<file path="src/rtl/go_back_n_arq_link_control_defines.svh">
// Assertion macros shared by the link control RTL.
`ifndef GO_BACK_N_ARQ_LINK_CONTROL_DEFINES_SVH
`define GO_BACK_N_ARQ_LINK_CONTROL_DEFINES_SVH
`ifndef NO_ASSERTIONS
// Same-cycle implication under synchronous reset.
`define GBNL_ASSERT_IMPLY(label, clk, rst, ante, cons) \
   label: assert property (@(posedge clk) disable iff (rst) (ante) |-> (cons)) \
      else $error("implication failed");
// Next-cycle implication under synchronous reset.
`define GBNL_ASSERT_NEXT(label, clk, rst, ante, cons) \
   label: assert property (@(posedge clk) disable iff (rst) (ante) |=> (cons)) \
      else $error("next-cycle implication failed");
`else
`define GBNL_ASSERT_IMPLY(label, clk, rst, ante, cons)
`define GBNL_ASSERT_NEXT(label, clk, rst, ante, cons)
`endif
`endif

</file>
<file path="src/rtl/gbnl_pkg.sv">
package gbnl_pkg;

   localparam int WINDOW_MAX_DEF = 16;
   localparam int TIME_BITS_DEF  = 32;

   localparam int CSR_ADDR_W = 5;
   localparam int CSR_DATA_W = 32;

   localparam logic [1:0] CMD_RX_HDR  = 2'd0;
   localparam logic [1:0] CMD_TX_DATA = 2'd1;
   localparam logic [1:0] CMD_TICK    = 2'd2;
   localparam logic [1:0] CMD_UNUSED  = 2'd3;

   localparam logic [2:0] ACT_DELIVER = 3'd0;
   localparam logic [2:0] ACT_CONTROL = 3'd1;
   localparam logic [2:0] ACT_SEND    = 3'd2;
   localparam logic [2:0] ACT_RESEND  = 3'd3;
   localparam logic [2:0] ACT_REFUSE  = 3'd4;

   localparam logic [7:0] CTL_PSH = 8'h01;
   localparam logic [7:0] CTL_REQ = 8'h04;
   localparam logic [7:0] CTL_SYN = 8'h08;

   localparam logic [2:0] REG_LOCAL_PORT  = 3'd0;
   localparam logic [2:0] REG_WINDOW_SIZE = 3'd1;
   localparam logic [2:0] REG_RESEND_TO   = 3'd2;
   localparam logic [2:0] REG_EXPIRE_TO   = 3'd3;
   localparam logic [2:0] REG_INIT_SEND   = 3'd4;
   localparam logic [2:0] REG_INIT_RECV   = 3'd5;

   localparam logic [4:0]  WINDOW_SIZE_RST = 5'd4;
   localparam logic [23:0] RESEND_TO_RST   = 24'd10;
   localparam logic [23:0] EXPIRE_TO_RST   = 24'd100;

   typedef struct packed {
      logic [1:0]  command;
      logic [7:0]  rx_port;
      logic [15:0] rx_nonce;
      logic [7:0]  rx_control;
      logic [15:0] tx_handle;
   } req_type;

   typedef struct packed {
      logic [2:0]  action;
      logic [15:0] out_nonce;
      logic [7:0]  out_control;
      logic [15:0] out_handle;
      logic        window_full;
      logic [31:0] resend_total;
      logic [31:0] expired_total;
      logic        last;
   } rsp_type;

   // controller -> datapath
   typedef struct packed {
      logic load_req;
      logic hdr_syn;
      logic emit_deliver;
      logic emit_req;
      logic emit_synreply;
      logic ack;
      logic tx_data;
      logic tick;
      logic exp_pop;
      logic rs_emit;
      logic last;
   } dp_cmd_type;

   // datapath -> controller
   typedef struct packed {
      logic [1:0] command;
      logic       port_match;
      logic       psh;
      logic       req;
      logic       syn;
      logic       nonce_match;
      logic       out_of_range;
      logic       ring_empty;
      logic       expire_due;
      logic       resend_due;
      logic       rs_final;
   } dp_status_type;

endpackage

</file>
<file path="src/rtl/gbnl_ram.sv">
module gbnl_ram
   import gbnl_pkg::*;
#(
   parameter int WIDTH = 16,
   parameter int DEPTH = 16
) (
   input  logic                                  clock,
   input  logic                                  wr_en,
   input  logic [(DEPTH > 1 ? $clog2(DEPTH) : 1)-1:0] wr_addr,
   input  logic [WIDTH-1:0]                      wr_data,
   input  logic [(DEPTH > 1 ? $clog2(DEPTH) : 1)-1:0] rd_addr,
   output logic [WIDTH-1:0]                      rd_data
);

   logic [WIDTH-1:0] mem_ff [DEPTH];
   logic [WIDTH-1:0] rd_data_ff;

   always_ff @(posedge clock) begin
      if (wr_en) begin
         mem_ff[wr_addr] <= wr_data;
      end
      rd_data_ff <= mem_ff[rd_addr];
   end

   assign rd_data = rd_data_ff;

endmodule

</file>
<file path="src/rtl/gbnl_ctrl.sv">
module gbnl_ctrl
   import gbnl_pkg::*;
(
   input  logic          clock,
   input  logic          reset,
   input  logic          start,
   output logic          busy,
   input  dp_status_type status,
   output dp_cmd_type    cmd
);

   localparam logic [3:0] S_IDLE     = 4'd0;
   localparam logic [3:0] S_DISPATCH = 4'd1;
   localparam logic [3:0] S_PSH_DLV  = 4'd2;
   localparam logic [3:0] S_PSH_REQ  = 4'd3;
   localparam logic [3:0] S_REQ      = 4'd4;
   localparam logic [3:0] S_EXP_ADDR = 4'd5;
   localparam logic [3:0] S_EXP_CHK  = 4'd6;
   localparam logic [3:0] S_RS_ADDR  = 4'd7;
   localparam logic [3:0] S_RS_EMIT  = 4'd8;

   logic [3:0] state_ff, state_in;

   always_comb begin
      cmd      = '0;
      state_in = state_ff;
      unique case (state_ff)
         S_IDLE: begin
            if (start) begin
               cmd.load_req = 1'b1;
               state_in     = S_DISPATCH;
            end
         end
         S_DISPATCH: begin
            unique case (status.command)
               CMD_RX_HDR: begin
                  if (!status.port_match) begin
                     state_in = S_IDLE;
                  end else begin
                     cmd.hdr_syn = status.syn;
                     priority if (status.psh) state_in = S_PSH_DLV;
                     else if (status.req)     state_in = S_REQ;
                     else                     state_in = S_IDLE;
                  end
               end
               CMD_TX_DATA: begin
                  cmd.tx_data = 1'b1;
                  cmd.last    = 1'b1;
                  state_in    = S_IDLE;
               end
               CMD_TICK: begin
                  cmd.tick = 1'b1;
                  state_in = S_EXP_ADDR;
               end
               default: state_in = S_IDLE;
            endcase
         end
         S_PSH_DLV: begin
            cmd.emit_deliver = status.nonce_match;
            state_in         = S_PSH_REQ;
         end
         S_PSH_REQ: begin
            cmd.emit_req = 1'b1;
            cmd.last     = !(status.req && status.out_of_range);
            state_in     = status.req ? S_REQ : S_IDLE;
         end
         S_REQ: begin
            if (status.out_of_range) begin
               cmd.emit_synreply = 1'b1;
               cmd.last          = 1'b1;
            end else begin
               cmd.ack = 1'b1;
            end
            state_in = S_IDLE;
         end
         S_EXP_ADDR: begin
            state_in = status.ring_empty ? S_IDLE : S_EXP_CHK;
         end
         S_EXP_CHK: begin
            priority if (status.expire_due) begin
               cmd.exp_pop = 1'b1;
               state_in    = S_EXP_ADDR;
            end else if (status.resend_due) begin
               state_in = S_RS_ADDR;
            end else begin
               state_in = S_IDLE;
            end
         end
         S_RS_ADDR: state_in = S_RS_EMIT;
         S_RS_EMIT: begin
            cmd.rs_emit = 1'b1;
            cmd.last    = status.rs_final;
            state_in    = status.rs_final ? S_IDLE : S_RS_ADDR;
         end
         default: state_in = S_IDLE;
      endcase
   end

   always_ff @(posedge clock) begin
      if (reset) begin
         state_ff <= S_IDLE;
      end else begin
         state_ff <= state_in;
      end
   end

   assign busy = (state_ff != S_IDLE);

endmodule

</file>
<file path="src/rtl/gbnl_dpath.sv">
module gbnl_dpath
   import gbnl_pkg::*;
#(
   parameter int WINDOW_MAX = WINDOW_MAX_DEF,
   parameter int TIME_BITS  = TIME_BITS_DEF
) (
   input  logic                  clock,
   input  logic                  reset,
   input  req_type               req_data,
   input  dp_cmd_type            cmd,
   output dp_status_type         status,
   output logic                  rsp_strobe,
   output rsp_type               rsp_data,
   input  logic                  csr_wr_en,
   input  logic [2:0]            csr_index,
   input  logic [CSR_DATA_W-1:0] csr_wdata,
   output logic [CSR_DATA_W-1:0] csr_rdata
);

   localparam int IDX_W = (WINDOW_MAX > 1) ? $clog2(WINDOW_MAX) : 1;
   localparam int CNT_W = $clog2(WINDOW_MAX + 1);
   localparam int SUM_W = ((IDX_W > CNT_W) ? IDX_W : CNT_W) + 1;
   localparam int EW    = (CNT_W > 5) ? CNT_W : 5;
   localparam int CMP_W = (TIME_BITS > 24) ? TIME_BITS : 24;
   localparam int SLOT_W = 16 + TIME_BITS;

   function automatic logic [IDX_W-1:0] wrap_add(input logic [IDX_W-1:0] base,
                                                 input logic [CNT_W-1:0] off);
      logic [SUM_W-1:0] s;
      s = SUM_W'(base) + SUM_W'(off);
      if (s >= SUM_W'(WINDOW_MAX)) s = s - SUM_W'(WINDOW_MAX);
      return s[IDX_W-1:0];
   endfunction

   // configuration
   logic [7:0]  local_port_ff, local_port_in;
   logic [4:0]  window_size_ff, window_size_in;
   logic [23:0] resend_to_ff, resend_to_in;
   logic [23:0] expire_to_ff, expire_to_in;
   logic [15:0] init_send_ff, init_send_in;
   logic [15:0] init_recv_ff, init_recv_in;

   // link state
   req_type              req_ff, req_in;
   logic [TIME_BITS-1:0] now_ff, now_in;
   logic [15:0]          send_base_ff, send_base_in;
   logic [15:0]          send_next_ff, send_next_in;
   logic [15:0]          expected_ff, expected_in;
   logic [IDX_W-1:0]     head_ff, head_in;
   logic [CNT_W-1:0]     count_ff, count_in;
   logic [CNT_W-1:0]     rs_idx_ff, rs_idx_in;
   logic [31:0]          resend_cnt_ff, resend_cnt_in;
   logic [31:0]          expired_cnt_ff, expired_cnt_in;
   logic                 rsp_strobe_ff, rsp_strobe_in;
   rsp_type              rsp_data_ff, rsp_data_in;

   // slot memories
   logic                 slot_we, last_we;
   logic [IDX_W-1:0]     slot_waddr, last_waddr, rd_addr;
   logic [SLOT_W-1:0]    slot_wdata, slot_rdata;
   logic [TIME_BITS-1:0] last_rdata;

   logic [EW-1:0]        win_eff;
   logic [15:0]          diff;
   logic [CNT_W-1:0]     ack_k;
   logic [TIME_BITS-1:0] exp_age, rs_age;
   logic                 full_now;

   gbnl_ram #(.WIDTH(SLOT_W), .DEPTH(WINDOW_MAX)) u_slot_ram (
      .clock   (clock),
      .wr_en   (slot_we),
      .wr_addr (slot_waddr),
      .wr_data (slot_wdata),
      .rd_addr (rd_addr),
      .rd_data (slot_rdata)
   );

   gbnl_ram #(.WIDTH(TIME_BITS), .DEPTH(WINDOW_MAX)) u_last_ram (
      .clock   (clock),
      .wr_en   (last_we),
      .wr_addr (last_waddr),
      .wr_data (now_ff),
      .rd_addr (rd_addr),
      .rd_data (last_rdata)
   );

   always_comb begin
      priority if (window_size_ff == 5'd0)             win_eff = EW'(1);
      else if (EW'(window_size_ff) > EW'(WINDOW_MAX))  win_eff = EW'(WINDOW_MAX);
      else                                             win_eff = EW'(window_size_ff);
   end

   assign full_now = (EW'(count_ff) >= win_eff);
   assign rd_addr  = wrap_add(head_ff, rs_idx_ff);
   assign diff     = req_ff.rx_nonce - send_base_ff;
   assign ack_k    = (diff < 16'(count_ff)) ? CNT_W'(diff) : count_ff;
   assign exp_age  = now_ff - slot_rdata[TIME_BITS-1:0];
   assign rs_age   = now_ff - last_rdata;

   always_comb begin
      status.command      = req_ff.command;
      status.port_match   = (req_ff.rx_port == local_port_ff);
      status.psh          = ((req_ff.rx_control & CTL_PSH) != 8'd0);
      status.req          = ((req_ff.rx_control & CTL_REQ) != 8'd0);
      status.syn          = ((req_ff.rx_control & CTL_SYN) != 8'd0);
      status.nonce_match  = (req_ff.rx_nonce == expected_ff);
      status.out_of_range = (req_ff.rx_nonce < send_base_ff) ||
                            (req_ff.rx_nonce > send_next_ff);
      status.ring_empty   = (count_ff == '0);
      status.expire_due   = (CMP_W'(exp_age) > CMP_W'(expire_to_ff));
      status.resend_due   = (CMP_W'(rs_age) > CMP_W'(resend_to_ff));
      status.rs_final     = (rs_idx_ff == count_ff - CNT_W'(1));
   end

   always_comb begin
      local_port_in  = local_port_ff;
      window_size_in = window_size_ff;
      resend_to_in   = resend_to_ff;
      expire_to_in   = expire_to_ff;
      init_send_in   = init_send_ff;
      init_recv_in   = init_recv_ff;
      req_in         = req_ff;
      now_in         = now_ff;
      send_base_in   = send_base_ff;
      send_next_in   = send_next_ff;
      expected_in    = expected_ff;
      head_in        = head_ff;
      count_in       = count_ff;
      rs_idx_in      = rs_idx_ff;
      resend_cnt_in  = resend_cnt_ff;
      expired_cnt_in = expired_cnt_ff;
      rsp_strobe_in  = 1'b0;
      rsp_data_in    = rsp_data_ff;
      slot_we        = 1'b0;
      slot_waddr     = wrap_add(head_ff, count_ff);
      slot_wdata     = {req_ff.tx_handle, now_ff};
      last_we        = 1'b0;
      last_waddr     = wrap_add(head_ff, count_ff);

      if (cmd.load_req) req_in = req_data;
      if (cmd.hdr_syn)  expected_in = req_ff.rx_nonce;
      if (cmd.emit_deliver) expected_in = expected_ff + 16'd1;
      if (cmd.ack) begin
         head_in      = wrap_add(head_ff, ack_k);
         count_in     = count_ff - ack_k;
         send_base_in = req_ff.rx_nonce;
      end
      if (cmd.tx_data && !full_now) begin
         slot_we      = 1'b1;
         last_we      = 1'b1;
         count_in     = count_ff + CNT_W'(1);
         send_next_in = send_next_ff + 16'd1;
      end
      if (cmd.tick) begin
         now_in    = now_ff + TIME_BITS'(1);
         rs_idx_in = '0;
      end
      if (cmd.exp_pop) begin
         head_in      = wrap_add(head_ff, CNT_W'(1));
         count_in     = count_ff - CNT_W'(1);
         send_base_in = send_base_ff + 16'd1;
         if (expired_cnt_ff != '1) expired_cnt_in = expired_cnt_ff + 32'd1;
      end
      if (cmd.rs_emit) begin
         last_we    = 1'b1;
         last_waddr = rd_addr;
         rs_idx_in  = rs_idx_ff + CNT_W'(1);
         if (resend_cnt_ff != '1) resend_cnt_in = resend_cnt_ff + 32'd1;
      end

      // result build
      if (cmd.emit_deliver || cmd.emit_req || cmd.emit_synreply || cmd.tx_data ||
          cmd.rs_emit) begin
         rsp_strobe_in           = 1'b1;
         rsp_data_in.out_control = 8'd0;
         rsp_data_in.out_handle  = 16'd0;
         rsp_data_in.out_nonce   = 16'd0;
         rsp_data_in.action      = ACT_CONTROL;
         priority if (cmd.emit_deliver) begin
            rsp_data_in.action    = ACT_DELIVER;
            rsp_data_in.out_nonce = req_ff.rx_nonce;
         end else if (cmd.emit_req) begin
            rsp_data_in.out_nonce   = expected_ff;
            rsp_data_in.out_control = CTL_REQ;
         end else if (cmd.emit_synreply) begin
            rsp_data_in.out_nonce   = send_base_ff;
            rsp_data_in.out_control = CTL_SYN;
         end else if (cmd.tx_data) begin
            rsp_data_in.out_handle = req_ff.tx_handle;
            if (full_now) begin
               rsp_data_in.action = ACT_REFUSE;
            end else begin
               rsp_data_in.action      = ACT_SEND;
               rsp_data_in.out_nonce   = send_next_ff;
               rsp_data_in.out_control = CTL_PSH;
            end
         end else begin
            rsp_data_in.action      = ACT_RESEND;
            rsp_data_in.out_nonce   = send_next_ff - 16'(count_ff) + 16'(rs_idx_ff);
            rsp_data_in.out_control = CTL_PSH;
            rsp_data_in.out_handle  = slot_rdata[SLOT_W-1:TIME_BITS];
         end
         rsp_data_in.window_full   = (EW'(count_in) >= win_eff);
         rsp_data_in.resend_total  = resend_cnt_in;
         rsp_data_in.expired_total = expired_cnt_in;
         rsp_data_in.last          = cmd.last;
      end

      // register writes: to be made only while idle; the block does not enforce it
      if (csr_wr_en) begin
         unique case (csr_index)
            REG_LOCAL_PORT:  local_port_in  = csr_wdata[7:0];
            REG_WINDOW_SIZE: window_size_in = csr_wdata[4:0];
            REG_RESEND_TO:   resend_to_in   = csr_wdata[23:0];
            REG_EXPIRE_TO:   expire_to_in   = csr_wdata[23:0];
            REG_INIT_SEND: begin
               init_send_in = csr_wdata[15:0];
               send_base_in = csr_wdata[15:0];
               send_next_in = csr_wdata[15:0];
               head_in      = '0;
               count_in     = '0;
            end
            REG_INIT_RECV: begin
               init_recv_in = csr_wdata[15:0];
               expected_in  = csr_wdata[15:0];
            end
            default: ;
         endcase
      end
   end

   always_comb begin
      unique case (csr_index)
         REG_LOCAL_PORT:  csr_rdata = CSR_DATA_W'(local_port_ff);
         REG_WINDOW_SIZE: csr_rdata = CSR_DATA_W'(window_size_ff);
         REG_RESEND_TO:   csr_rdata = CSR_DATA_W'(resend_to_ff);
         REG_EXPIRE_TO:   csr_rdata = CSR_DATA_W'(expire_to_ff);
         REG_INIT_SEND:   csr_rdata = CSR_DATA_W'(init_send_ff);
         REG_INIT_RECV:   csr_rdata = CSR_DATA_W'(init_recv_ff);
         default:         csr_rdata = '0;
      endcase
   end

   always_ff @(posedge clock) begin
      if (reset) begin
         local_port_ff  <= '0;
         window_size_ff <= WINDOW_SIZE_RST;
         resend_to_ff   <= RESEND_TO_RST;
         expire_to_ff   <= EXPIRE_TO_RST;
         init_send_ff   <= '0;
         init_recv_ff   <= '0;
         now_ff         <= '0;
         send_base_ff   <= '0;
         send_next_ff   <= '0;
         expected_ff    <= '0;
         head_ff        <= '0;
         count_ff       <= '0;
         rs_idx_ff      <= '0;
         resend_cnt_ff  <= '0;
         expired_cnt_ff <= '0;
         rsp_strobe_ff  <= 1'b0;
      end else begin
         local_port_ff  <= local_port_in;
         window_size_ff <= window_size_in;
         resend_to_ff   <= resend_to_in;
         expire_to_ff   <= expire_to_in;
         init_send_ff   <= init_send_in;
         init_recv_ff   <= init_recv_in;
         now_ff         <= now_in;
         send_base_ff   <= send_base_in;
         send_next_ff   <= send_next_in;
         expected_ff    <= expected_in;
         head_ff        <= head_in;
         count_ff       <= count_in;
         rs_idx_ff      <= rs_idx_in;
         resend_cnt_ff  <= resend_cnt_in;
         expired_cnt_ff <= expired_cnt_in;
         rsp_strobe_ff  <= rsp_strobe_in;
      end
   end

   always_ff @(posedge clock) begin
      req_ff      <= req_in;
      rsp_data_ff <= rsp_data_in;
   end

   assign rsp_strobe = rsp_strobe_ff;
   assign rsp_data   = rsp_data_ff;

endmodule

</file>
<file path="src/rtl/go_back_n_arq_link_control.sv">
// Go-Back-N link control. Pulse start with a request on req_data while busy is
// low: a received header, a user packet handle to send, or a time tick. Each
// result appears on rsp_data for exactly one cycle with rsp_strobe high and
// must be taken then; the receiver cannot stall, and rsp_data.last marks the
// final result of a request. A header yields up to three results. A tick
// pops each expired entry, then, if the oldest entry still held is due for
// resend, resends every held entry. The controller walks the send window
// one slot at a time through the registered-read slot memory.
// Results are registered before they reach the ports, so the next request
// may be accepted while the last result is still being shown. Configuration
// must be written over the APB port only while busy is low; the user is
// bound to this, and the block itself does not enforce it.
`include "go_back_n_arq_link_control_defines.svh"

module go_back_n_arq_link_control
   import gbnl_pkg::*;
#(
   parameter int WINDOW_MAX = WINDOW_MAX_DEF,
   parameter int TIME_BITS  = TIME_BITS_DEF
) (
   input  logic                  clock,
   input  logic                  reset,
   input  logic                  start,
   output logic                  busy,
   input  req_type               req_data,
   output logic                  rsp_strobe,
   output rsp_type               rsp_data,
   input  logic                  csr_psel,
   input  logic                  csr_penable,
   input  logic                  csr_pwrite,
   input  logic [CSR_ADDR_W-1:0] csr_paddr,
   input  logic [CSR_DATA_W-1:0] csr_pwdata,
   output logic [CSR_DATA_W-1:0] csr_prdata,
   output logic                  csr_pready
);

   dp_cmd_type    cmd;
   dp_status_type status;
   logic          csr_wr_en;

   // zero-wait APB: write lands at the access phase
   assign csr_pready = 1'b1;
   assign csr_wr_en  = csr_psel && csr_penable && csr_pwrite && csr_pready;

   // sequence each request through header, send and tick flows
   gbnl_ctrl u_ctrl (
      .clock  (clock),
      .reset  (reset),
      .start  (start),
      .busy   (busy),
      .status (status),
      .cmd    (cmd)
   );

   // hold window, counters, registers and the result register
   gbnl_dpath #(
      .WINDOW_MAX (WINDOW_MAX),
      .TIME_BITS  (TIME_BITS)
   ) u_dpath (
      .clock      (clock),
      .reset      (reset),
      .req_data   (req_data),
      .cmd        (cmd),
      .status     (status),
      .rsp_strobe (rsp_strobe),
      .rsp_data   (rsp_data),
      .csr_wr_en  (csr_wr_en),
      .csr_index  (csr_paddr[CSR_ADDR_W-1:2]),
      .csr_wdata  (csr_pwdata),
      .csr_rdata  (csr_prdata)
   );

   // an accepted request always leaves the controller busy next cycle
   `GBNL_ASSERT_NEXT(a_accept_busy, clock, reset, start && !busy, busy)
   // more results pending means the controller is still working
   `GBNL_ASSERT_IMPLY(a_more_busy, clock, reset, rsp_strobe && !rsp_data.last, busy)
   // a refusal only happens with a full window
   `GBNL_ASSERT_IMPLY(a_refuse_full, clock, reset,
      rsp_strobe && (rsp_data.action == ACT_REFUSE), rsp_data.window_full)

endmodule

</file>
<file path="config.mk">
export PLATFORM = sky130hd
export DESIGN_NAME = go_back_n_arq_link_control
export DESIGN_NICKNAME = d
export VERILOG_FILES = /design/src/rtl/gbnl_pkg.sv /design/src/rtl/gbnl_ram.sv /design/src/rtl/gbnl_ctrl.sv /design/src/rtl/gbnl_dpath.sv /design/src/rtl/go_back_n_arq_link_control.sv
export VERILOG_INCLUDE_DIRS = /design/src /design/src/rtl
export SDC_FILE = /design/constraint.sdc
export NUM_CORES = 2
export LEC_CHECK = 0
export BUFFER_PORTS_ARGS = -buffer_cell sky130_fd_sc_hd__buf_2
export CAP_MARGIN = 10
export CORE_MARGIN = 2
export CORE_UTILIZATION = 38
export CTS_CLUSTER_SIZE = 8
export DETAILED_ROUTE_END_ITERATION = 10
export SETUP_SLACK_MARGIN = 0.3
export SYNTH_ARGS = -nofsm -noshare
export SYNTH_HDL_FRONTEND = slang
export SYNTH_HIERARCHICAL = 1
export SYNTH_SLANG_ARGS = --single-unit
export TNS_END_PERCENT = 10
</file>
<file path="constraint.sdc">
create_clock -name clock -period 8.58 [get_ports clock]
set_input_delay 1.287 -clock clock [delete_from_list [all_inputs] [get_ports clock]]
set_output_delay 1.287 -clock clock [all_outputs]
set_load 0.01 [all_outputs]
</file>
After elaboration in Yosys (flattened, before gate mapping)
Memory sizes are Yosys's and may differ from the RTL's. A register that Yosys moved wholly into a read port is not among the register bits.
Index checks and enable logic that the tools add are counted.
Widths: inputs -> output; s select.
Cells by class
  add/sub/neg operators: 23
  magnitude comparators: 12
  equal/unequal tests: 21
  mux-type cells: 77
  bitwise gates (word level): 1
  reductions and logical operators: 27
Operators with widths (number)
  $mux 16: 12
  $pmux 24 s6: 1
  $mux 32: 4
  $add 32x1->32 const B: 3
  $mux 24: 3
  $gt 32x24->1: 2
  $ne 32x32->1 const B: 2
  $sub 32x32->32: 2
  $mux 5: 10
  $add 16x1->16 const B: 3
  $mux 4: 11
  $mux 42: 1
  $pmux 4 s8: 1
  $mux 1: 23
  $mux 3: 7
  $add 4x5->6: 3
  $ge 6x5->1 const B: 3
  $add 16x5->16: 1
  $eq 16x16->1: 1
  $eq 4x3->1 const B: 4
  $gt 16x16->1: 1
  $lt 16x16->1: 1
  $lt 16x5->1: 1
  $sub 16x16->16: 1
  37 further kinds: 60
Word-level totals
  flip-flop bits (word level): 411
  memory bits (writable): 1280
  input bits: 93
  output and inout port bits: 144
  logic and storage cells: 198
  memories kept: 2
Memory list
  u_dpath.u_slot_ram.mem_ff: words 16, width 48, rd ports 1, clocked after Yosys merged registers in 1, wr ports 1, RTL line gbnl_ram.sv:15  | logic [WIDTH-1:0] mem_ff [DEPTH];
  u_dpath.u_last_ram.mem_ff: words 16, width 32, rd ports 1, clocked after Yosys merged registers in 1, wr ports 1, RTL line gbnl_ram.sv:15

Logic depth before layout (Yosys ltp)
  depth in word-level cells: 10
  mapped depth: 36
  depth with buffers taken out: 34

By module
Netlist, hierarchy kept.
By module, submodules not included
  gbnl_ram at u_dpath.u_slot_ram: times used 1, cells each 1242, area each 29691.0 sq um, seq. area each 24023.0 sq um
  gbnl_dpath: times used 1, cells each 2852, area each 25032.8 sq um, seq. area each 9489.1 sq um
  gbnl_ram at u_dpath.u_last_ram: times used 1, cells each 838, area each 19835.3 sq um, seq. area each 16015.4 sq um
  gbnl_ctrl: times used 1, cells each 57, area each 424.2 sq um, seq. area each 80.1 sq um
  go_back_n_arq_link_control: times used 1, cells each 3, area each 17.5 sq um, seq. area each 0.0 sq um

Least setup slack after synthesis
OpenSTA, ideal clock, no wires.
  path kind: register to register
  from: register u_ctrl.state_ff[1]
  to: memory u_dpath/u_slot_ram/mem_ff[0][0] (netlist bit) (enable)
  setup time: 513 ps
  arrival time: 6573 ps
  data required time: 8067 ps
  slack: 1494 ps
  cell stages (with the launch flop): 12
  buffers on the path: 3
  period minus slack after synthesis: 7086 ps
  cell sequence: dfxtp_1 or4b_4 nor3b_2 buf_2 inv_1 or3_1 a211o_1 nand2_1 clkbuf_1 clkbuf_1 or3b_2 nor3_1
RTL lines
  from (decl): RTL line gbnl_ctrl.sv:22  | logic [3:0] state_ff, state_in;
  from (signal assigned): RTL line gbnl_ctrl.sv:103  | state_ff <= state_in;
  to (decl): RTL line gbnl_ram.sv:15

Worst setup path in the final report
  from: register u_dpath/req_ff[24] (netlist bit)
  to: register u_dpath.rsp_data_ff (netlist bit u_dpath/rsp_data[65]) (data pin)
On the way
  cells in the longest elaborated chain, start to end: 8
  elaborated cells on any way between the ends: 13
  those cells by class: add/sub (2); order compare (4); mux (6); reduce/logical (1)
Ends and longest elaborated chain
  from (decl): RTL line gbnl_dpath.sv:44  | req_type req_ff, req_in;
  from (signal assigned): RTL line gbnl_dpath.sv:283  | req_ff <= req_in;
  $sub 16x16->16 (tied with other cells): RTL line gbnl_dpath.sv:95  | assign diff = req_ff.rx_nonce - send_base_ff;
  $lt 16x5->1 / $logic_or 1x1->1 (equally long branches): RTL line gbnl_dpath.sv:96, gbnl_dpath.sv:107
  $mux 5 / $mux 1 (equally long branches): RTL line gbnl_dpath.sv:96, gbnl_ctrl.sv:68
  $sub 5x5->5 / $mux 2 (equally long branches): RTL line gbnl_dpath.sv:145, gbnl_ctrl.sv:27
  $mux 5 *: RTL line gbnl_dpath.sv:143  | if (cmd.ack) begin
  $mux 5 *: RTL line gbnl_dpath.sv:148  | if (cmd.tx_data && !full_now) begin
  $mux 5 *: RTL line gbnl_dpath.sv:158  | if (cmd.exp_pop) begin
  $ge 5x5->1 *: RTL line gbnl_dpath.sv:203  | rsp_data_in.window_full = (EW'(count_in) >= win_eff);
  to (signal assigned): RTL line gbnl_dpath.sv:284  | rsp_data_ff <= rsp_data_in;
  to (decl): RTL line gbnl_dpath.sv:55  | rsp_type rsp_data_ff, rsp_data_in;
Every way passes the cells marked *; elsewhere a longest branch is shown, timed or not.
A chain may end at the register's enable or synchronous reset.

==> out/results.tsv <==
metric	value	unit
run_status	finished clean	
placement_rows	163	
worst_setup_hold_path_clk_slew	0.06	ns
syn_area_per_cell	15.02	sq um
core_region_area	0.1968	sq mm
ys_async_sr_fraction	0	%
whs_endpoint	u_dpath/init_send_ff[3]	
full_die_area	0.2009	sq mm
layout-area-overhead-vs-synth	15.44	%
peakVddDrop	0.2140	mV
grt.met3_usage	2.914	%
synth.yosys.warnings	6	
worst_pin_slew	1.245	ns
synth_largest_type_area_fraction	57.17	%
cts_inserted_buffers	239	
groute.layer.met1.usage	25.14	%
timing.reg2reg.worst_path_depth	28	
final_cell_count_no_fill	8169	
synthesis.area	0.07500	sq mm
cp-end-kind	flip-flop	
die_w	448.3	um
ys_seq_area_share	66.14	%
setup.worst_path.class	flip-flop to flip-flop	
number_of_antenna_violations_at_the_first_check_in_global_routing	15	
ctsRootBufferMaster	sky130_fd_sc_hd__clkbuf_16	
arrival	7.96	ns
cts_tree	yes	
critPathMaxFanout	11	
timing.hold.worst.start	u_dpath/init_send_ff[3]	
finalClockSkew	0.08521	ns
timing.hold.worst.class	flip-flop to flip-flop	
grt_start_max_net_pins	114	
synth.ff_latch_count	1764	
max_freq	136.3	MHz
synth_area_leaders	sky130_fd_sc_hd__edfxtp_1, sky130_fd_sc_hd__mux4_2, sky130_fd_sc_hd__dfxtp_1	
grt_first_pass_wirelength	293000	um
grt.busiest_layer	met2	
worstReg2RegStart	u_dpath/req_ff[24]	
wl_per_cell	24.37	um
min_period	7.338	ns
layout-drive-gt1-share	17.68	%
final_setup_violating_endpoints	0	
post_drt_via_cell_ratio	5.435	
cts-htree-levels	4	
yosys.area.top_type	sky130_fd_sc_hd__edfxtp_1	
power.density	215.4	mW/mm^2
synth_top_flop_cell	sky130_fd_sc_hd__edfxtp_1	
cap_viol_max_count	0	
max-slew-margin-rel	16.71	%
gp_congestion	0.8781	
crit_slowest_cell	sky130_fd_sc_hd__o21ai_0	
cts_sinks	1764	
crit_path_frequent_cell	sky130_fd_sc_hd__o21ai_0	
worstSetupStartpointType	flip-flop	
synth.top_cells.by_count	sky130_fd_sc_hd__edfxtp_1, sky130_fd_sc_hd__nand2_1, sky130_fd_sc_hd__dfxtp_1	
clk-insertion-delay-late	0.88	ns
finish.utilization	43.99	%
vias_in_the_first_global_route	44420	
leakage	0.02952	uW
report.final.hold_viol_count	0	
post-dp-hpwl	117100	um
overflow	0	
cp-startpoint	u_dpath/req_ff[24]	
rsz0062_at_grt	no	
firstDrtPassIters	6	
final_antenna_net_count	0	
timing.rr.end	u_dpath/rsp_data[65]	
fin_tns_setup	0	ns
r2r_setup_slk	1.24	ns
gr-usage-all-layers	19.66	%
whs_path_depth	2	
global_route.usage.met2	33.90	%
count_of_hold_fix_buffers_inserted_at_cts	0	
post-route-period-util	85.53	%
floorplan.initialDensity	38.11	%
routed_wirelength	199100	um
synth.most_common_cell	sky130_fd_sc_hd__edfxtp_1	
edff_count_synth	1428	
top_level_ports	237	
cts.path.max_buffers	3	
drt-initial-drc-count	3790	
finish.net_count	5635	
synth.distinct_cells	88	
placedCellCount	7724	
cpPeakStageDelay	0.57	ns
port-buffer-count	207	
postSynthCellCount	4992	
floorplan.die.height	448.3	um
timing_max_transition_violations_final	0	
drc	0	
via_count	44400	
crit_required	9.20	ns
## where the power goes
group / switching (uW) / internal (uW)
Clock: 3600 / 5230
Sequential: 68.9 / 9250
Combinational: 316 / 186
Total: 3980 / 14700
## kinds of logic after synthesis
kind of cell             share of synthesized area (%)
adder cells (fa/ha/maj)                          3.740
AND/OR/NAND/NOR                                  6.927
buffers and inverters                            2.622
XOR/XNOR                                         2.499
multiplexers                                     10.97
flip-flops                                       66.14
AO/OA/AOI/OAI                                    7.087
other                                          0.01001
## layer usage
metal  vias to the layer above  wire length [um]
met1                     22720             81580
met5                         -                40
met3                       347             11510
met2                      1530             99410
li1                      19800                 -
met4                         6              6558
## critical path, delay by kind of cell, from the launching register on
kind | cells | cell delay [ns]
adder cells (fa/ha/maj) | 6 | 1.76
AO/OA/AOI/OAI | 10 | 2.45
XOR/XNOR | 1 | 0.20
AND/OR/NAND/NOR | 9 | 2.04
buffers and inverters | 2 | 0.22
flip-flops | 1 | 0.41
## final cells by class
cell class / instances / area [sq um]
antenna: 3 / 7.507
fill: 17300 / 110200
multi-input combinational: 2771 / 23810
clock buffer: 425 / 6689
clock inverter: 17 / 402.9
tap: 2640 / 3303
inverter: 238 / 900.9
sequential: 1764 / 49610
timing repair buffer: 311 / 1861
## layout by cell type (no fill, tap or decap), drive strengths merged, types with 59 or more instances in the layout
| master | count |
|---|---|
| a21o | 73 |
| a21oi | 217 |
| a22oi | 174 |
| buf | 311 |
| clkbuf | 425 |
| dfxtp | 336 |
| edfxtp | 1428 |
| ha | 205 |
| inv | 240 |
| mux2i | 83 |
| mux4 | 323 |
| nand2 | 421 |
| nand3 | 68 |
| nor2 | 244 |
| nor2b | 100 |
| o21ai | 109 |
| xnor2 | 155 |
| xor2 | 59 |
## metrics by stage
stage	hold slack, ns	setup WS [ns]	power, uW	instance area [sq um]
floorplan	0.4175	1.494	9779	75050
global placement	0.4310	0.7921	9975	79480
detailed placement	0.4337	0.7627	9982	79480
CTS	0.4426	0.7157	18820	86570
global route	0.4628	0.4556	19230	86580
finish	0.4440	1.242	18650	86580
## how the worst max path moves through the flow
stage	end	slack, ns	cells after the start
after floorplan	u_dpath/u_slot_ram/mem_ff[0][0]	1.49	11
after global placement	u_dpath/rsp_data[65]	0.79	27
after detailed placement	u_dpath/rsp_data[65]	0.76	27
after CTS	u_dpath/rsp_data[65]	0.72	27
after global routing	u_dpath/expired_cnt_ff[30]	0.46	27
final	u_dpath/rsp_data[65]	1.24	28
## timing repair
item / CTS / global route
setup endpoints to repair: 0 / 15
buffers inserted: 0 / 0
resized for setup: 0 / 2
## sequential cells by signal, indices dropped and copies added (netlist names), 24 cells and up
signal	cells
u_dpath/expire_to_ff	24
u_dpath/expired_cnt_ff	32
u_dpath/now_ff	32
u_dpath/req_ff	40
u_dpath/resend_cnt_ff	32
u_dpath/resend_to_ff	24
u_dpath/rsp_data	103
u_dpath/u_last_ram/mem_ff	512
u_dpath/u_last_ram/rd_data	32
u_dpath/u_slot_ram/mem_ff	768
u_dpath/u_slot_ram/rd_data	48
Power figures use the tool's default switching activity.
